**config.mk**
```make
export PLATFORM = sky130hd
export DESIGN_NAME = polygon_vertex_table_perimeter_core_flat
export DESIGN_NICKNAME = d
export VERILOG_FILES = /design/src/design/pvtp_pkg.sv /design/src/design/pvtp_in_if.sv /design/src/design/pvtp_out_if.sv /design/src/design/pvtp_ram.sv /design/src/design/pvtp_isqrt.sv /design/src/design/polygon_vertex_table_perimeter_core.sv /design/src/flat_wrapper.sv
export SDC_FILE = /design/constraint.sdc
export NUM_CORES = 2
export LEC_CHECK = 0
export BUFFER_PORTS_ARGS = -buffer_cell sky130_fd_sc_hd__buf_2
export CELL_PAD_IN_SITES_DETAIL_PLACEMENT = 0
export CELL_PAD_IN_SITES_GLOBAL_PLACEMENT = 1
export CORE_UTILIZATION = 30
export DETAILED_ROUTE_END_ITERATION = 7
export HOLD_SLACK_MARGIN = 0.06
export PLACE_DENSITY_LB_ADDON = 0.1
export SLEW_MARGIN = 20
export SYNTH_ARGS = -nofsm -noshare
export SYNTH_HDL_FRONTEND = slang
export SYNTH_SLANG_ARGS = --single-unit
```
**constraint.sdc**
```tcl
create_clock -name clk_i -period 7.6 [get_ports clk_i]
set_clock_uncertainty 0.1 [all_clocks]
set_input_delay 1.14 -clock clk_i [delete_from_list [all_inputs] [get_ports clk_i]]
set_output_delay 1.14 -clock clk_i [all_outputs]
set_load 0.02 [all_outputs]
```
**src/design/pvtp_pkg.sv**
```systemverilog
// Shared types, widths and codes of the polygon vertex table.
package pvtp_pkg;

  localparam int unsigned MAX_VERTICES_DEF = 64;

  localparam int unsigned ACT_W   = 3;
  localparam int unsigned POS_W   = 7;
  localparam int unsigned COORD_W = 16;
  localparam int unsigned STS_W   = 2;
  localparam int unsigned PER_W   = 24;
  localparam int unsigned CNTO_W  = 7;

  localparam int unsigned DIFF_W = COORD_W + 1;
  localparam int unsigned SQ_W   = 2 * DIFF_W;
  localparam int unsigned ROOT_W = SQ_W / 2;
  localparam int unsigned REM_W  = ROOT_W + 4;

  typedef enum logic [ACT_W-1:0] {
    ACT_INSERT = 3'd0,
    ACT_REMOVE = 3'd1,
    ACT_SET    = 3'd2,
    ACT_GET    = 3'd3,
    ACT_PERIM  = 3'd4
  } action_e;

  typedef enum logic [STS_W-1:0] {
    STS_OK      = 2'd0,
    STS_BAD_POS = 2'd1,
    STS_FULL    = 2'd2,
    STS_EMPTY   = 2'd3
  } status_e;

  typedef enum logic [3:0] {
    S_IDLE,
    S_INS_RD,
    S_INS_WR,
    S_REM_RD,
    S_REM_WR,
    S_SET,
    S_GET_RD,
    S_GET_LAT,
    S_PER_RD,
    S_PER_LAT,
    S_PER_DIFF,
    S_PER_SQ,
    S_PER_SUM,
    S_PER_ROOT,
    S_DONE
  } state_e;

  typedef struct packed {
    logic              done;
    logic [ROOT_W-1:0] root;
  } sqrt_res_t;

endpackage

```
**src/design/pvtp_in_if.sv**
```systemverilog
// Request channel of the polygon vertex table.
interface pvtp_in_if;
  logic                                valid;
  logic                                ready;
  logic [pvtp_pkg::ACT_W-1:0]          action;
  logic [pvtp_pkg::POS_W-1:0]          position;
  logic signed [pvtp_pkg::COORD_W-1:0] coord_x;
  logic signed [pvtp_pkg::COORD_W-1:0] coord_y;

  modport source (output valid, action, position, coord_x, coord_y, input ready);
  modport sink   (input valid, action, position, coord_x, coord_y, output ready);
endinterface

```
**src/design/pvtp_out_if.sv**
```systemverilog
// Response channel of the polygon vertex table.
interface pvtp_out_if;
  logic                                valid;
  logic                                ready;
  logic [pvtp_pkg::STS_W-1:0]          status;
  logic signed [pvtp_pkg::COORD_W-1:0] read_x;
  logic signed [pvtp_pkg::COORD_W-1:0] read_y;
  logic [pvtp_pkg::PER_W-1:0]          perimeter;
  logic [pvtp_pkg::CNTO_W-1:0]         vertex_count;
  logic [pvtp_pkg::CNTO_W-1:0]         side_count;

  modport source (output valid, status, read_x, read_y, perimeter, vertex_count, side_count,
                  input ready);
  modport sink   (input valid, status, read_x, read_y, perimeter, vertex_count, side_count,
                  output ready);
endinterface

```
**src/design/pvtp_ram.sv**
```systemverilog
// Generic single-write, single-read RAM with registered read data.
module pvtp_ram #(
  parameter int unsigned WIDTH = 32,
  parameter int unsigned DEPTH = 64,
  localparam int unsigned AW = $clog2(DEPTH)
) (
  input  logic             clk_i,
  input  logic             we_i,
  input  logic [AW-1:0]    waddr_i,
  input  logic [WIDTH-1:0] wdata_i,
  input  logic [AW-1:0]    raddr_i,
  output logic [WIDTH-1:0] rdata_o
);

  logic [WIDTH-1:0] mem_q [DEPTH];
  logic [WIDTH-1:0] rdata_q;

  always_ff @(posedge clk_i) begin
    if (we_i) begin
      mem_q[waddr_i] <= wdata_i;
    end
    rdata_q <= mem_q[raddr_i];
  end

  assign rdata_o = rdata_q;

endmodule

```
**src/design/pvtp_isqrt.sv**
```systemverilog
// Iterative integer square root, one result bit per cycle.
module pvtp_isqrt (
  input  logic                        clk_i,
  input  logic                        rst_ni,
  input  logic                        start_i,
  input  logic [pvtp_pkg::SQ_W-1:0]   value_i,
  output pvtp_pkg::sqrt_res_t         res_o
);

  localparam int unsigned CW = $clog2(pvtp_pkg::ROOT_W + 1);

  logic                          busy_q, busy_d;
  logic                          done_q, done_d;
  logic [CW-1:0]                 cnt_q, cnt_d;
  logic [pvtp_pkg::SQ_W-1:0]     val_q, val_d;
  logic [pvtp_pkg::REM_W-1:0]    rem_q, rem_d;
  logic [pvtp_pkg::ROOT_W-1:0]   root_q, root_d;
  logic [pvtp_pkg::REM_W-1:0]    rem_sh;
  logic [pvtp_pkg::REM_W-1:0]    trial;

  always_comb begin
    rem_sh = {rem_q[pvtp_pkg::REM_W-3:0], val_q[pvtp_pkg::SQ_W-1 -: 2]};
    trial  = pvtp_pkg::REM_W'({root_q, 2'b01});
    busy_d = busy_q;
    done_d = 1'b0;
    cnt_d  = cnt_q;
    val_d  = val_q;
    rem_d  = rem_q;
    root_d = root_q;
    if (start_i) begin
      busy_d = 1'b1;
      cnt_d  = CW'(pvtp_pkg::ROOT_W);
      val_d  = value_i;
      rem_d  = '0;
      root_d = '0;
    end else if (busy_q) begin
      val_d = {val_q[pvtp_pkg::SQ_W-3:0], 2'b00};
      if (rem_sh >= trial) begin
        rem_d  = rem_sh - trial;
        root_d = {root_q[pvtp_pkg::ROOT_W-2:0], 1'b1};
      end else begin
        rem_d  = rem_sh;
        root_d = {root_q[pvtp_pkg::ROOT_W-2:0], 1'b0};
      end
      cnt_d = cnt_q - CW'(1);
      if (cnt_q == CW'(1)) begin
        busy_d = 1'b0;
        done_d = 1'b1;
      end
    end
  end

  always_ff @(posedge clk_i or negedge rst_ni) begin
    if (!rst_ni) begin
      busy_q <= 1'b0;
      done_q <= 1'b0;
      cnt_q  <= '0;
    end else begin
      busy_q <= busy_d;
      done_q <= done_d;
      cnt_q  <= cnt_d;
    end
  end

  always_ff @(posedge clk_i) begin
    val_q  <= val_d;
    rem_q  <= rem_d;
    root_q <= root_d;
  end

  assign res_o.done = done_q;
  assign res_o.root = root_q;

endmodule

```
**src/design/polygon_vertex_table_perimeter_core.sv**
```systemverilog
// Polygon vertex table: insert, remove, set, get and closed-ring perimeter.
// Error and no-op requests go straight to the response; insert and remove shift the
// vertices one at a time, with a read and a write for each. Perimeter runs the 17-step
// iterative square root once per edge of the closed ring.
// One request at a time; reset empties the table (vertex contents stay undefined).
module polygon_vertex_table_perimeter_core #(
  parameter int unsigned MAX_VERTICES = pvtp_pkg::MAX_VERTICES_DEF
) (
  input  logic        clk_i,
  input  logic        rst_ni,
  pvtp_in_if.sink     req_i,
  pvtp_out_if.source  rsp_o
);

  localparam int unsigned IDX_W = $clog2(MAX_VERTICES);
  localparam int unsigned CNT_W = $clog2(MAX_VERTICES + 1);
  localparam int unsigned CMP_W = ((CNT_W > pvtp_pkg::POS_W) ? CNT_W : pvtp_pkg::POS_W) + 1;
  localparam int unsigned ENT_W = 2 * pvtp_pkg::COORD_W;
  localparam int unsigned OSUM_W = pvtp_pkg::PER_W + 1;

  pvtp_pkg::state_e state_q, state_d;
  logic [CNT_W-1:0] count_q, count_d;
  logic [CNT_W-1:0] idx_q, idx_d;
  logic             last_q, last_d;
  logic             out_valid_q, out_valid_d;

  logic [pvtp_pkg::ACT_W-1:0]   act_q, act_d;
  logic [CMP_W-1:0]             pos0_q, pos0_d;
  logic [ENT_W-1:0]             new_q, new_d;
  pvtp_pkg::status_e            sts_q, sts_d;
  logic [ENT_W-1:0]             rdv_q, rdv_d;
  logic [pvtp_pkg::PER_W-1:0]   acc_q, acc_d;
  logic [ENT_W-1:0]             first_q, first_d;
  logic [ENT_W-1:0]             prev_q, prev_d;
  logic [ENT_W-1:0]             cur_q, cur_d;
  logic signed [pvtp_pkg::DIFF_W-1:0] dx_q, dx_d, dy_q, dy_d;
  logic [pvtp_pkg::SQ_W-1:0]    sqx_q, sqx_d, sqy_q, sqy_d;

  logic [pvtp_pkg::STS_W-1:0]   o_sts_q, o_sts_d;
  logic [ENT_W-1:0]             o_rd_q, o_rd_d;
  logic [pvtp_pkg::PER_W-1:0]   o_per_q, o_per_d;
  logic [pvtp_pkg::CNTO_W-1:0]  o_cnt_q, o_cnt_d, o_side_q, o_side_d;

  logic             ram_we;
  logic [IDX_W-1:0] ram_waddr, ram_raddr;
  logic [ENT_W-1:0] ram_wdata, ram_rdata;

  logic                        sq_start;
  logic [pvtp_pkg::SQ_W-1:0]   sq_value;
  pvtp_pkg::sqrt_res_t         sq_res;

  logic [CMP_W-1:0]   posw, cntw;
  logic               accept;
  logic [OSUM_W-1:0]  acc_sum;
  logic signed [pvtp_pkg::SQ_W-1:0] sqx_full, sqy_full;

  pvtp_ram #(
    .WIDTH (ENT_W),
    .DEPTH (MAX_VERTICES)
  ) u_ram (
    .clk_i   (clk_i),
    .we_i    (ram_we),
    .waddr_i (ram_waddr),
    .wdata_i (ram_wdata),
    .raddr_i (ram_raddr),
    .rdata_o (ram_rdata)
  );

  pvtp_isqrt u_isqrt (
    .clk_i   (clk_i),
    .rst_ni  (rst_ni),
    .start_i (sq_start),
    .value_i (sq_value),
    .res_o   (sq_res)
  );

  assign req_i.ready = (state_q == pvtp_pkg::S_IDLE);
  assign accept      = req_i.valid && req_i.ready;
  assign posw        = CMP_W'(req_i.position);
  assign cntw        = CMP_W'(count_q);
  assign acc_sum     = OSUM_W'(acc_q) + OSUM_W'(sq_res.root);
  assign sqx_full    = pvtp_pkg::SQ_W'(dx_q) * pvtp_pkg::SQ_W'(dx_q);
  assign sqy_full    = pvtp_pkg::SQ_W'(dy_q) * pvtp_pkg::SQ_W'(dy_q);
  assign sq_value    = sqx_q + sqy_q;

  always_comb begin
    state_d     = state_q;
    count_d     = count_q;
    idx_d       = idx_q;
    last_d      = last_q;
    out_valid_d = out_valid_q;
    act_d       = act_q;
    pos0_d      = pos0_q;
    new_d       = new_q;
    sts_d       = sts_q;
    rdv_d       = rdv_q;
    acc_d       = acc_q;
    first_d     = first_q;
    prev_d      = prev_q;
    cur_d       = cur_q;
    dx_d        = dx_q;
    dy_d        = dy_q;
    sqx_d       = sqx_q;
    sqy_d       = sqy_q;
    o_sts_d     = o_sts_q;
    o_rd_d      = o_rd_q;
    o_per_d     = o_per_q;
    o_cnt_d     = o_cnt_q;
    o_side_d    = o_side_q;
    ram_we      = 1'b0;
    ram_waddr   = idx_q[IDX_W-1:0];
    ram_wdata   = ram_rdata;
    ram_raddr   = idx_q[IDX_W-1:0];
    sq_start    = 1'b0;

    if (out_valid_q && rsp_o.ready) begin
      out_valid_d = 1'b0;
    end

    unique case (state_q)
      pvtp_pkg::S_IDLE: begin
        if (accept) begin
          act_d  = req_i.action;
          pos0_d = posw - CMP_W'(1);
          new_d  = {req_i.coord_x, req_i.coord_y};
          sts_d  = pvtp_pkg::STS_OK;
          rdv_d  = '0;
          acc_d  = '0;
          state_d = pvtp_pkg::S_DONE;
          priority case (req_i.action)
            pvtp_pkg::ACT_INSERT: begin
              if (cntw == CMP_W'(MAX_VERTICES)) begin
                sts_d = pvtp_pkg::STS_FULL;
              end else if (posw == '0 || posw > cntw + CMP_W'(1)) begin
                sts_d = pvtp_pkg::STS_BAD_POS;
              end else begin
                idx_d   = count_q;
                state_d = pvtp_pkg::S_INS_RD;
              end
            end
            pvtp_pkg::ACT_REMOVE, pvtp_pkg::ACT_SET, pvtp_pkg::ACT_GET: begin
              if (posw == '0 || posw > cntw) begin
                sts_d = pvtp_pkg::STS_BAD_POS;
              end else begin
                idx_d = CNT_W'(posw - CMP_W'(1));
                priority case (req_i.action)
                  pvtp_pkg::ACT_REMOVE: state_d = pvtp_pkg::S_REM_RD;
                  pvtp_pkg::ACT_SET:    state_d = pvtp_pkg::S_SET;
                  default:              state_d = pvtp_pkg::S_GET_RD;
                endcase
              end
            end
            pvtp_pkg::ACT_PERIM: begin
              if (count_q == '0) begin
                sts_d = pvtp_pkg::STS_EMPTY;
              end else begin
                idx_d   = '0;
                state_d = pvtp_pkg::S_PER_RD;
              end
            end
            default: ;
          endcase
        end
      end

      pvtp_pkg::S_INS_RD: begin
        if (CMP_W'(idx_q) == pos0_q) begin
          ram_we    = 1'b1;
          ram_wdata = new_q;
          count_d   = count_q + CNT_W'(1);
          state_d   = pvtp_pkg::S_DONE;
        end else begin
          ram_raddr = IDX_W'(idx_q - CNT_W'(1));
          state_d   = pvtp_pkg::S_INS_WR;
        end
      end

      pvtp_pkg::S_INS_WR: begin
        // move the entry below up by one
        ram_we  = 1'b1;
        idx_d   = idx_q - CNT_W'(1);
        state_d = pvtp_pkg::S_INS_RD;
      end

      pvtp_pkg::S_REM_RD: begin
        if (idx_q + CNT_W'(1) >= count_q) begin
          count_d = count_q - CNT_W'(1);
          state_d = pvtp_pkg::S_DONE;
        end else begin
          ram_raddr = IDX_W'(idx_q + CNT_W'(1));
          state_d   = pvtp_pkg::S_REM_WR;
        end
      end

      pvtp_pkg::S_REM_WR: begin
        ram_we  = 1'b1;
        idx_d   = idx_q + CNT_W'(1);
        state_d = pvtp_pkg::S_REM_RD;
      end

      pvtp_pkg::S_SET: begin
        ram_we    = 1'b1;
        ram_wdata = new_q;
        state_d   = pvtp_pkg::S_DONE;
      end

      pvtp_pkg::S_GET_RD: begin
        state_d = pvtp_pkg::S_GET_LAT;
      end

      pvtp_pkg::S_GET_LAT: begin
        rdv_d   = ram_rdata;
        state_d = pvtp_pkg::S_DONE;
      end

      pvtp_pkg::S_PER_RD: begin
        state_d = pvtp_pkg::S_PER_LAT;
      end

      pvtp_pkg::S_PER_LAT: begin
        if (idx_q == '0) begin
          first_d = ram_rdata;
          prev_d  = ram_rdata;
          if (count_q == CNT_W'(1)) begin
            cur_d   = ram_rdata;
            last_d  = 1'b1;
            state_d = pvtp_pkg::S_PER_DIFF;
          end else begin
            idx_d   = CNT_W'(1);
            state_d = pvtp_pkg::S_PER_RD;
          end
        end else begin
          cur_d   = ram_rdata;
          last_d  = 1'b0;
          state_d = pvtp_pkg::S_PER_DIFF;
        end
      end

      pvtp_pkg::S_PER_DIFF: begin
        dx_d = $signed({prev_q[ENT_W-1], prev_q[ENT_W-1 -: pvtp_pkg::COORD_W]})
             - $signed({cur_q[ENT_W-1], cur_q[ENT_W-1 -: pvtp_pkg::COORD_W]});
        dy_d = $signed({prev_q[pvtp_pkg::COORD_W-1], prev_q[pvtp_pkg::COORD_W-1:0]})
             - $signed({cur_q[pvtp_pkg::COORD_W-1], cur_q[pvtp_pkg::COORD_W-1:0]});
        prev_d  = cur_q;
        state_d = pvtp_pkg::S_PER_SQ;
      end

      pvtp_pkg::S_PER_SQ: begin
        sqx_d   = sqx_full;
        sqy_d   = sqy_full;
        state_d = pvtp_pkg::S_PER_SUM;
      end

      pvtp_pkg::S_PER_SUM: begin
        sq_start = 1'b1;
        state_d  = pvtp_pkg::S_PER_ROOT;
      end

      pvtp_pkg::S_PER_ROOT: begin
        if (sq_res.done) begin
          // saturate the running sum
          acc_d = acc_sum[OSUM_W-1] ? '1 : acc_sum[pvtp_pkg::PER_W-1:0];
          if (last_q) begin
            state_d = pvtp_pkg::S_DONE;
          end else if (idx_q + CNT_W'(1) == count_q) begin
            cur_d   = first_q;
            last_d  = 1'b1;
            state_d = pvtp_pkg::S_PER_DIFF;
          end else begin
            idx_d   = idx_q + CNT_W'(1);
            state_d = pvtp_pkg::S_PER_RD;
          end
        end
      end

      pvtp_pkg::S_DONE: begin
        if (!out_valid_q || rsp_o.ready) begin
          out_valid_d = 1'b1;
          o_sts_d     = sts_q;
          o_rd_d      = rdv_q;
          o_per_d     = (act_q == pvtp_pkg::ACT_PERIM) ? acc_q : '0;
          o_cnt_d     = pvtp_pkg::CNTO_W'(count_q);
          if (count_q < CNT_W'(2)) begin
            o_side_d = '0;
          end else if (count_q == CNT_W'(2)) begin
            o_side_d = pvtp_pkg::CNTO_W'(1);
          end else begin
            o_side_d = pvtp_pkg::CNTO_W'(count_q);
          end
          state_d = pvtp_pkg::S_IDLE;
        end
      end

      default: state_d = pvtp_pkg::S_IDLE;
    endcase
  end

  always_ff @(posedge clk_i or negedge rst_ni) begin
    if (!rst_ni) begin
      state_q     <= pvtp_pkg::S_IDLE;
      count_q     <= '0;
      idx_q       <= '0;
      last_q      <= 1'b0;
      out_valid_q <= 1'b0;
    end else begin
      state_q     <= state_d;
      count_q     <= count_d;
      idx_q       <= idx_d;
      last_q      <= last_d;
      out_valid_q <= out_valid_d;
    end
  end

  always_ff @(posedge clk_i) begin
    act_q    <= act_d;
    pos0_q   <= pos0_d;
    new_q    <= new_d;
    sts_q    <= sts_d;
    rdv_q    <= rdv_d;
    acc_q    <= acc_d;
    first_q  <= first_d;
    prev_q   <= prev_d;
    cur_q    <= cur_d;
    dx_q     <= dx_d;
    dy_q     <= dy_d;
    sqx_q    <= sqx_d;
    sqy_q    <= sqy_d;
    o_sts_q  <= o_sts_d;
    o_rd_q   <= o_rd_d;
    o_per_q  <= o_per_d;
    o_cnt_q  <= o_cnt_d;
    o_side_q <= o_side_d;
  end

  assign rsp_o.valid        = out_valid_q;
  assign rsp_o.status       = o_sts_q;
  assign rsp_o.read_x       = o_rd_q[ENT_W-1 -: pvtp_pkg::COORD_W];
  assign rsp_o.read_y       = o_rd_q[pvtp_pkg::COORD_W-1:0];
  assign rsp_o.perimeter    = o_per_q;
  assign rsp_o.vertex_count = o_cnt_q;
  assign rsp_o.side_count   = o_side_q;

  a_count_bound: assert property (@(posedge clk_i) disable iff (!rst_ni)
    count_q <= CNT_W'(MAX_VERTICES))
    else $error("vertex count beyond table depth");

  a_rsp_from_done: assert property (@(posedge clk_i) disable iff (!rst_ni)
    $rose(out_valid_q) |-> $past(state_q == pvtp_pkg::S_DONE))
    else $error("response raised outside completion");

  a_root_in_walk: assert property (@(posedge clk_i) disable iff (!rst_ni)
    sq_res.done |-> state_q == pvtp_pkg::S_PER_ROOT)
    else $error("square root finished outside perimeter walk");

  a_count_step: assert property (@(posedge clk_i) disable iff (!rst_ni)
    count_q != $past(count_q) |-> $past(state_q == pvtp_pkg::S_INS_RD)
                                  || $past(state_q == pvtp_pkg::S_REM_RD))
    else $error("vertex count changed outside insert or remove");

endmodule
```
**src/flat_wrapper.sv**
```systemverilog
// flat-port wrapper written by rule: the top's interface ports become plain ports
module polygon_vertex_table_perimeter_core_flat 
#(
  parameter int unsigned MAX_VERTICES = pvtp_pkg::MAX_VERTICES_DEF
)
  (clk_i, rst_ni, req_i_valid, req_i_action, req_i_position, req_i_coord_x, req_i_coord_y, req_i_ready, rsp_o_valid, rsp_o_status, rsp_o_read_x, rsp_o_read_y, rsp_o_perimeter, rsp_o_vertex_count, rsp_o_side_count, rsp_o_ready);
  pvtp_in_if req_i_i ();
  pvtp_out_if rsp_o_i ();
  input  logic clk_i;
  input  logic rst_ni;
  input wire logic [$bits(req_i_i.valid)-1:0] req_i_valid;
  input wire logic [$bits(req_i_i.action)-1:0] req_i_action;
  input wire logic [$bits(req_i_i.position)-1:0] req_i_position;
  input wire logic [$bits(req_i_i.coord_x)-1:0] req_i_coord_x;
  input wire logic [$bits(req_i_i.coord_y)-1:0] req_i_coord_y;
  output wire logic [$bits(req_i_i.ready)-1:0] req_i_ready;
  output wire logic [$bits(rsp_o_i.valid)-1:0] rsp_o_valid;
  output wire logic [$bits(rsp_o_i.status)-1:0] rsp_o_status;
  output wire logic [$bits(rsp_o_i.read_x)-1:0] rsp_o_read_x;
  output wire logic [$bits(rsp_o_i.read_y)-1:0] rsp_o_read_y;
  output wire logic [$bits(rsp_o_i.perimeter)-1:0] rsp_o_perimeter;
  output wire logic [$bits(rsp_o_i.vertex_count)-1:0] rsp_o_vertex_count;
  output wire logic [$bits(rsp_o_i.side_count)-1:0] rsp_o_side_count;
  input wire logic [$bits(rsp_o_i.ready)-1:0] rsp_o_ready;
  assign req_i_i.valid = req_i_valid;
  assign req_i_i.action = req_i_action;
  assign req_i_i.position = req_i_position;
  assign req_i_i.coord_x = req_i_coord_x;
  assign req_i_i.coord_y = req_i_coord_y;
  assign req_i_ready = req_i_i.ready;
  assign rsp_o_valid = rsp_o_i.valid;
  assign rsp_o_status = rsp_o_i.status;
  assign rsp_o_read_x = rsp_o_i.read_x;
  assign rsp_o_read_y = rsp_o_i.read_y;
  assign rsp_o_perimeter = rsp_o_i.perimeter;
  assign rsp_o_vertex_count = rsp_o_i.vertex_count;
  assign rsp_o_side_count = rsp_o_i.side_count;
  assign rsp_o_i.ready = rsp_o_ready;
  polygon_vertex_table_perimeter_core #(.MAX_VERTICES(MAX_VERTICES)) u_core (.clk_i(clk_i), .rst_ni(rst_ni), .req_i(req_i_i), .rsp_o(rsp_o_i));
endmodule
```
**After elaboration in Yosys (flattened, before gate mapping)**

Memory sizes are Yosys's and may differ from the RTL's. A register that Yosys moved wholly into a read port is not among the register bits.
Index checks and enable logic that the tools add are counted.

- Register bits: 468
- Memory bits (writable): 2048
- Bits of input ports: 46
- Output and inout bits: 74
- Word-level logic and storage cells: 206
- Memories kept: 1

Memories:

| memory | depth | bits a word | rd ports | clocked after Yosys merged registers in | wr ports | line | RTL |
|---|---|---|---|---|---|---|---|
| u_core.u_ram.mem_q | 64 | 32 | 1 | 1 | 1 | pvtp_ram.sv:15 | `logic [WIDTH-1:0] mem_q [DEPTH];` |

- Add/subtract/negate cells: 12
- Multiply operators: 2
- Order comparisons: 5
- Eq/ne operators: 41
- Multiplexer cells: 82
- Reduce and logical (&&, ||, !) cells: 33

Operator list:

| cell | count |
|---|---|
| $mux W32 | 8 |
| $pmux W32 S2 | 4 |
| $mux W7 | 12 |
| $mux W24 | 3 |
| $mul A17 B17 Y34 | 2 |
| $mux W34 | 2 |
| $pmux W4 S14 | 1 |
| $pmux W24 S2 | 1 |
| $mux W4 | 9 |
| $pmux W7 S5 | 1 |
| $add A34 B34 Y34 | 1 |
| $sub A16 B16 Y17 | 2 |
| $eq A4 B4 Y1 const B | 7 |
| $add A24 B17 Y25 | 1 |
| $mux W1 | 22 |
| $ge A21 B19 Y1 | 1 |
| $pmux W7 S3 | 1 |
| $mux W19 | 1 |
| $sub A19 B19 Y19 | 1 |
| $eq A4 B3 Y1 const B | 4 |
| $ne A3 B3 Y1 const B | 5 |
| $add A7 B1 Y7 const B | 2 |
| $logic_not A7 Y1 | 2 |
| $pmux W7 S2 | 1 |
| other kinds (45) | 81 |

**Longest topological paths before layout**

- Word-level depth: 8
- Mapped depth: 27
- Mapped depth without buffers: 25

**Hierarchy**

A second synthesis with hierarchy kept.

- Cells, all modules: 7644
- Area, all modules: 122662.6 um2

By module, submodules not included:

| module | times used | cells each | area an instance (um2) | sequential area each (um2) |
|---|---|---|---|---|
| pvtp_ram | 1 | 3511 | 79039.6 | 62139.6 |
| polygon_vertex_table_perimeter_core | 1 | 3731 | 39422.8 | 11581.1 |
| pvtp_isqrt | 1 | 402 | 4200.3 | 1916.8 |

**Worst setup path after synthesis**

No wires, ideal clock.

- Path kind: register to register
- From: register u_core.dy_q[4] in the netlist's numbering
- To: register u_core.sqy_q[33] in the netlist's numbering (data pin)
- Library setup time: 260 ps
- Data arrival time: 6117 ps
- Data required time: 7240 ps
- Path slack: 1123 ps
- Cell stages (with the launch flop): 25
- Path buffers: 1
- Period minus slack after synthesis: 6477 ps
- Path through: edfxtp_1 clkbuf_1 nand2_1 inv_1 fa_1 inv_1 fa_1 fa_1 inv_1 fa_1 fa_1 inv_1 fa_1 inv_1 ha_1 o211ai_1 nor2_1 a32oi_1 o31ai_1 nor4_1 o31ai_1 o41a_1 a211o_1 a21oi_1 xnor2_1

- Longest elaborated chain between the ends: 1

RTL lines:

| item | line | RTL |
|---|---|---|
| start, declared | polygon_vertex_table_perimeter_core.sv:36 | `logic signed [pvtp_pkg::DIFF_W-1:0] dx_q, dx_d, dy_q, dy_d;` |
| start signal, assigned | polygon_vertex_table_perimeter_core.sv:325 | `dy_q <= dy_d;` |
| $mul A17 B17 Y34 | polygon_vertex_table_perimeter_core.sv:83 | `assign sqy_full = pvtp_pkg::SQ_W'(dy_q) * pvtp_pkg::SQ_W'(dy_q);` |
| via u_core.sqy_full (one bit) | polygon_vertex_table_perimeter_core.sv:55 | `logic signed [pvtp_pkg::SQ_W-1:0] sqx_full, sqy_full;` |
| end signal, assigned | polygon_vertex_table_perimeter_core.sv:327 | `sqy_q <= sqy_d;` |
| end, declared | polygon_vertex_table_perimeter_core.sv:37 | `logic [pvtp_pkg::SQ_W-1:0] sqx_q, sqx_d, sqy_q, sqy_d;` |

The timed path passes the listed nets, and every way through them passes these cells.
A chain may end at the register's enable or synchronous reset.

**Final worst setup path**

- From: register u_core.dx_q[7] in the netlist's numbering
- To: register u_core.sqx_q[31] in the netlist's numbering (data pin)

- Longest elaborated chain between the ends: 1

RTL lines:

| item | line | RTL |
|---|---|---|
| start, declared | polygon_vertex_table_perimeter_core.sv:36 |  |
| start signal, assigned | polygon_vertex_table_perimeter_core.sv:324 | `dx_q <= dx_d;` |
| $mul A17 B17 Y34 | polygon_vertex_table_perimeter_core.sv:82 | `assign sqx_full = pvtp_pkg::SQ_W'(dx_q) * pvtp_pkg::SQ_W'(dx_q);` |
| via u_core.sqx_full (one bit) | polygon_vertex_table_perimeter_core.sv:55 |  |
| end signal, assigned | polygon_vertex_table_perimeter_core.sv:326 | `sqx_q <= sqx_d;` |
| end, declared | polygon_vertex_table_perimeter_core.sv:37 |  |

The timed path passes the listed nets, and every way through them passes these cells.

==> flow_metrics.py <==
metrics = {
    "finish": {
        "fillers": 39400,
        "area_growth_pct": 15.4,
        "layout_common_cells": "edfxtp_1 (2451), nand2_1 (934), inv_1 (775)",
        "layout_commonest_cell": "edfxtp_1",
        "nets": 9658,
        "drive_gt1_frac": 0.151,
        "stdcell_count": 14400,
    },
    "floorplan": {
        "dieWidth_um": 641,
        "die_area_um2": 411000,
        "start_util": 0.301,
        "die_y_um": 641,
        "fp.coreArea_um2": 406000,
        "num_rows": 234,
        "ios": 120,
    },
    "critical_path": {
        "rr_worst_depth": 21,
        "critical_path_class": "register to register",
        "crit_path_start_kind": "register",
        "critPathMaxFanout": 16,
        "cp_cell_sequence": "and2_1, inv_1, fa_1, inv_1, fa_1, fa_1, inv_1, fa_1, inv_1, fa_1, inv_1, fa_1, inv_1, ha_1, or4_1, o21ai_0, a21o_1, o211ai_1, nand4_1, nand2_1, o311ai_0",
        "crit_required_ps": 8080,
        "crit_path_max_incr_delay_ps": 810,
        "cpMaxStageDelayCell": "edfxtp_1",
        "arrival_ps": 7760,
        "critPathCaptureType": "register",
    },
    "global_routing": {
        "grt_usage": 0.193,
        "antenna_found_initial": 24,
        "first_global_vias": 74900,
        "grt_pass1_wl_mm": 566,
        "grt_max_degree": 77,
        "grt-ovfl-total": 0,
    },
    "timing": {
        "fmax_ghz": 0.137,
        "fin_crit_sh": 0.959,
        "tns_ps": 0,
        "worst_pin_slew_ps": 1100,
        "drv_slew": 0,
        "slew_headroom": 0.264,
        "timing_hold_violations_final": 0,
        "rsz0062_at_grt": "no",
        "fin_hold_ws_ps": 239,
        "finalCriticalPeriod_ps": 7280,
        "setup_viol": 0,
    },
    "yosys": {
        "synthSimpleGateAreaFrac": 0.0692,
        "syn_nets": 9271,
        "synth_top_family_by_area": "adder cells",
        "yosys.area_share.adder": 0.119,
        "synthTopCellsByArea": "edfxtp_1 (60%), fa_1 (8.8%), mux4_2 (4.7%), ha_1 (3.1%), nand2_1 (2.9%)",
        "ys.flop_type": "edfxtp_1",
        "synth_edf_count": 2451,
        "syn_area_per_cell_um2": 14.6,
        "ys_seq_area_frac": 0.617,
        "synth_xor_area_frac": 0.0136,
        "synth_compound_area_frac": 0.0615,
        "synth_area_leader_cell": "edfxtp_1",
        "yosysWarningCount": 0,
        "syn-cell-area_um2": 123000,
        "ys_ff_latch": 2546,
        "yosys.cell_types.count": 91,
        "netlist.area_leader.share": 0.601,
        "synth_cells": 8382,
        "synthMuxAreaShare": 0.0793,
        "async_flop_share": 0.0106,
    },
    "placed_design": {
        "place.gp.congestion": 0.792,
        "dp.cells": 13900,
        "io_buffer_count": 119,
        "dp_hpwl_mm": 262,
    },
    "clocking": {
        "cts_resized": 0,
        "cts_setup_buffers": 0,
        "numCtsBuffers": 299,
        "cts_tree": "yes",
        "htree_levels": 5,
        "hold_buffers": 0,
        "clock-sinks": 2546,
        "clkLatencyLatePin_ps": 950,
        "root_buffer": "clkbuf_16",
        "clk_pin_slew_ps": 60,
        "cts_buffer_depth": 4,
    },
    "run_status": {
        "run_status": "complete, but fails checks",
        "violations": "design-rule violations",
    },
    "detailed_routing": {
        "drt_pass1_iterations": 8,
        "ant_nets": 0,
        "routed_wl_mm": 399,
        "drc_errors": 10,
        "first_iter_violations": 5133,
        "via_per_inst": 4.93,
        "wire_per_inst_um": 27.6,
        "via_count": 71300,
    },
    "min_path": {
        "hp-class": "input port to asynchronous set/reset pin",
    },
    "run": {
        "max_cap_viol_count": 0,
    },
}
-- layer usage --
layer  track usage  vias up  part of all wire
met1         0.255    37900              0.43
met2         0.338     1459              0.51
li1              -    31500                 -
met4        0.0452        8             0.023
met5             0        -           0.00014
met3        0.0201      427             0.039
-- registers in the layout, indices dropped and copies added (netlist names), 32 cells and up --
register              count
u_core.u_ram.mem_q     2048
u_core.u_isqrt.val_q     34
u_core.sqx_q             33
u_core.sqy_q             33
u_core.cur_q             32
u_core.first_q           32
u_core.new_q             32
u_core.o_rd_q            32
u_core.prev_q            32
u_core.rdv_q             32
u_core.u_ram.rdata_o     32
-- synth_stat cells, drive strengths merged (41+ instances only) --
| master | instances |
|---|---|
| edfxtp | 2451 |
| nand2 | 937 |
| inv | 776 |
| fa | 540 |
| a21oi | 401 |
| mux2i | 304 |
| ha | 303 |
| nor2 | 295 |
| mux4 | 257 |
| clkbuf | 209 |
| and2 | 184 |
| o21ai | 171 |
| buf | 166 |
| xnor2 | 135 |
| o22ai | 102 |
| mux2 | 78 |
| nor4 | 75 |
| dfxtp | 68 |
| nand3 | 68 |
| and3 | 64 |
| o221ai | 63 |
| nor3 | 62 |
| a211oi | 56 |
| xor2 | 55 |
| nor2b | 51 |
| a21o | 41 |
-- layout make-up --
class / instances / area (um2) / share of cell area
antenna: 9 / 22.5 / 0.000159
clock inverter: 177 / 1900 / 0.0135
clock buffer: 367 / 7900 / 0.0559
tap: 5428 / 6790 / 0.0480
timing repair buffer: 461 / 3530 / 0.0250
sequential: 2546 / 75600 / 0.535
multi-input combinational: 4685 / 42700 / 0.302
inverter: 776 / 2910 / 0.0206
-- critical path, delay by kind of cell, from the launching register on --
kind / cells / cell delay [ps]
compound gates: 4 / 1390
fa+ha+maj: 7 / 3250
buf+inv: 6 / 330
flops: 1 / 810
simple gates: 4 / 1090
-- through the flow --
step,setup WS [ps],util,cell area (um2)
after global routing,9.29,0.348,141000
after detailed placement,264,0.323,131000
after CTS,205,0.348,141000
after floorplan,1120,-,123000
final,315,0.348,141000
after global placement,271,0.323,131000
-- logic make-up after synthesis --
family	after synthesis
AOI/OAI and AO/OA	1159
buffers and inverters	1151
and+or+nand+nor	1854
DFF	2546
muxes	639
adders and majority gates	843
xor gates and xnor gates	190
-- final timing paths --
kind                       slack (ps)                            from                         endpoint
hold reg to reg                   320  u_core.rdv_q[18]$_SDFFCE_PN0P_      u_core.o_rd_q[18]$_DFFE_PP_
setup / recovery                  320        u_core.dx_q[7]$_DFFE_PP_       u_core.sqx_q[31]$_DFFE_PP_
setup reg to reg                  320        u_core.dx_q[7]$_DFFE_PP_       u_core.sqx_q[31]$_DFFE_PP_
min in group clk_i                290                req_i_coord_y[5]        u_core.new_q[5]$_DFFE_PP_
max in group asynchronous        6560                          rst_ni  u_core.u_isqrt.busy_q$_DFF_PN0_
hold / removal                    240                          rst_ni    u_core.count_q[1]$_DFFE_PN0P_
Power is left out: the tool's default activity adds up to more than one toggle a clock period on the data nets, which glitch-free logic cannot reach.
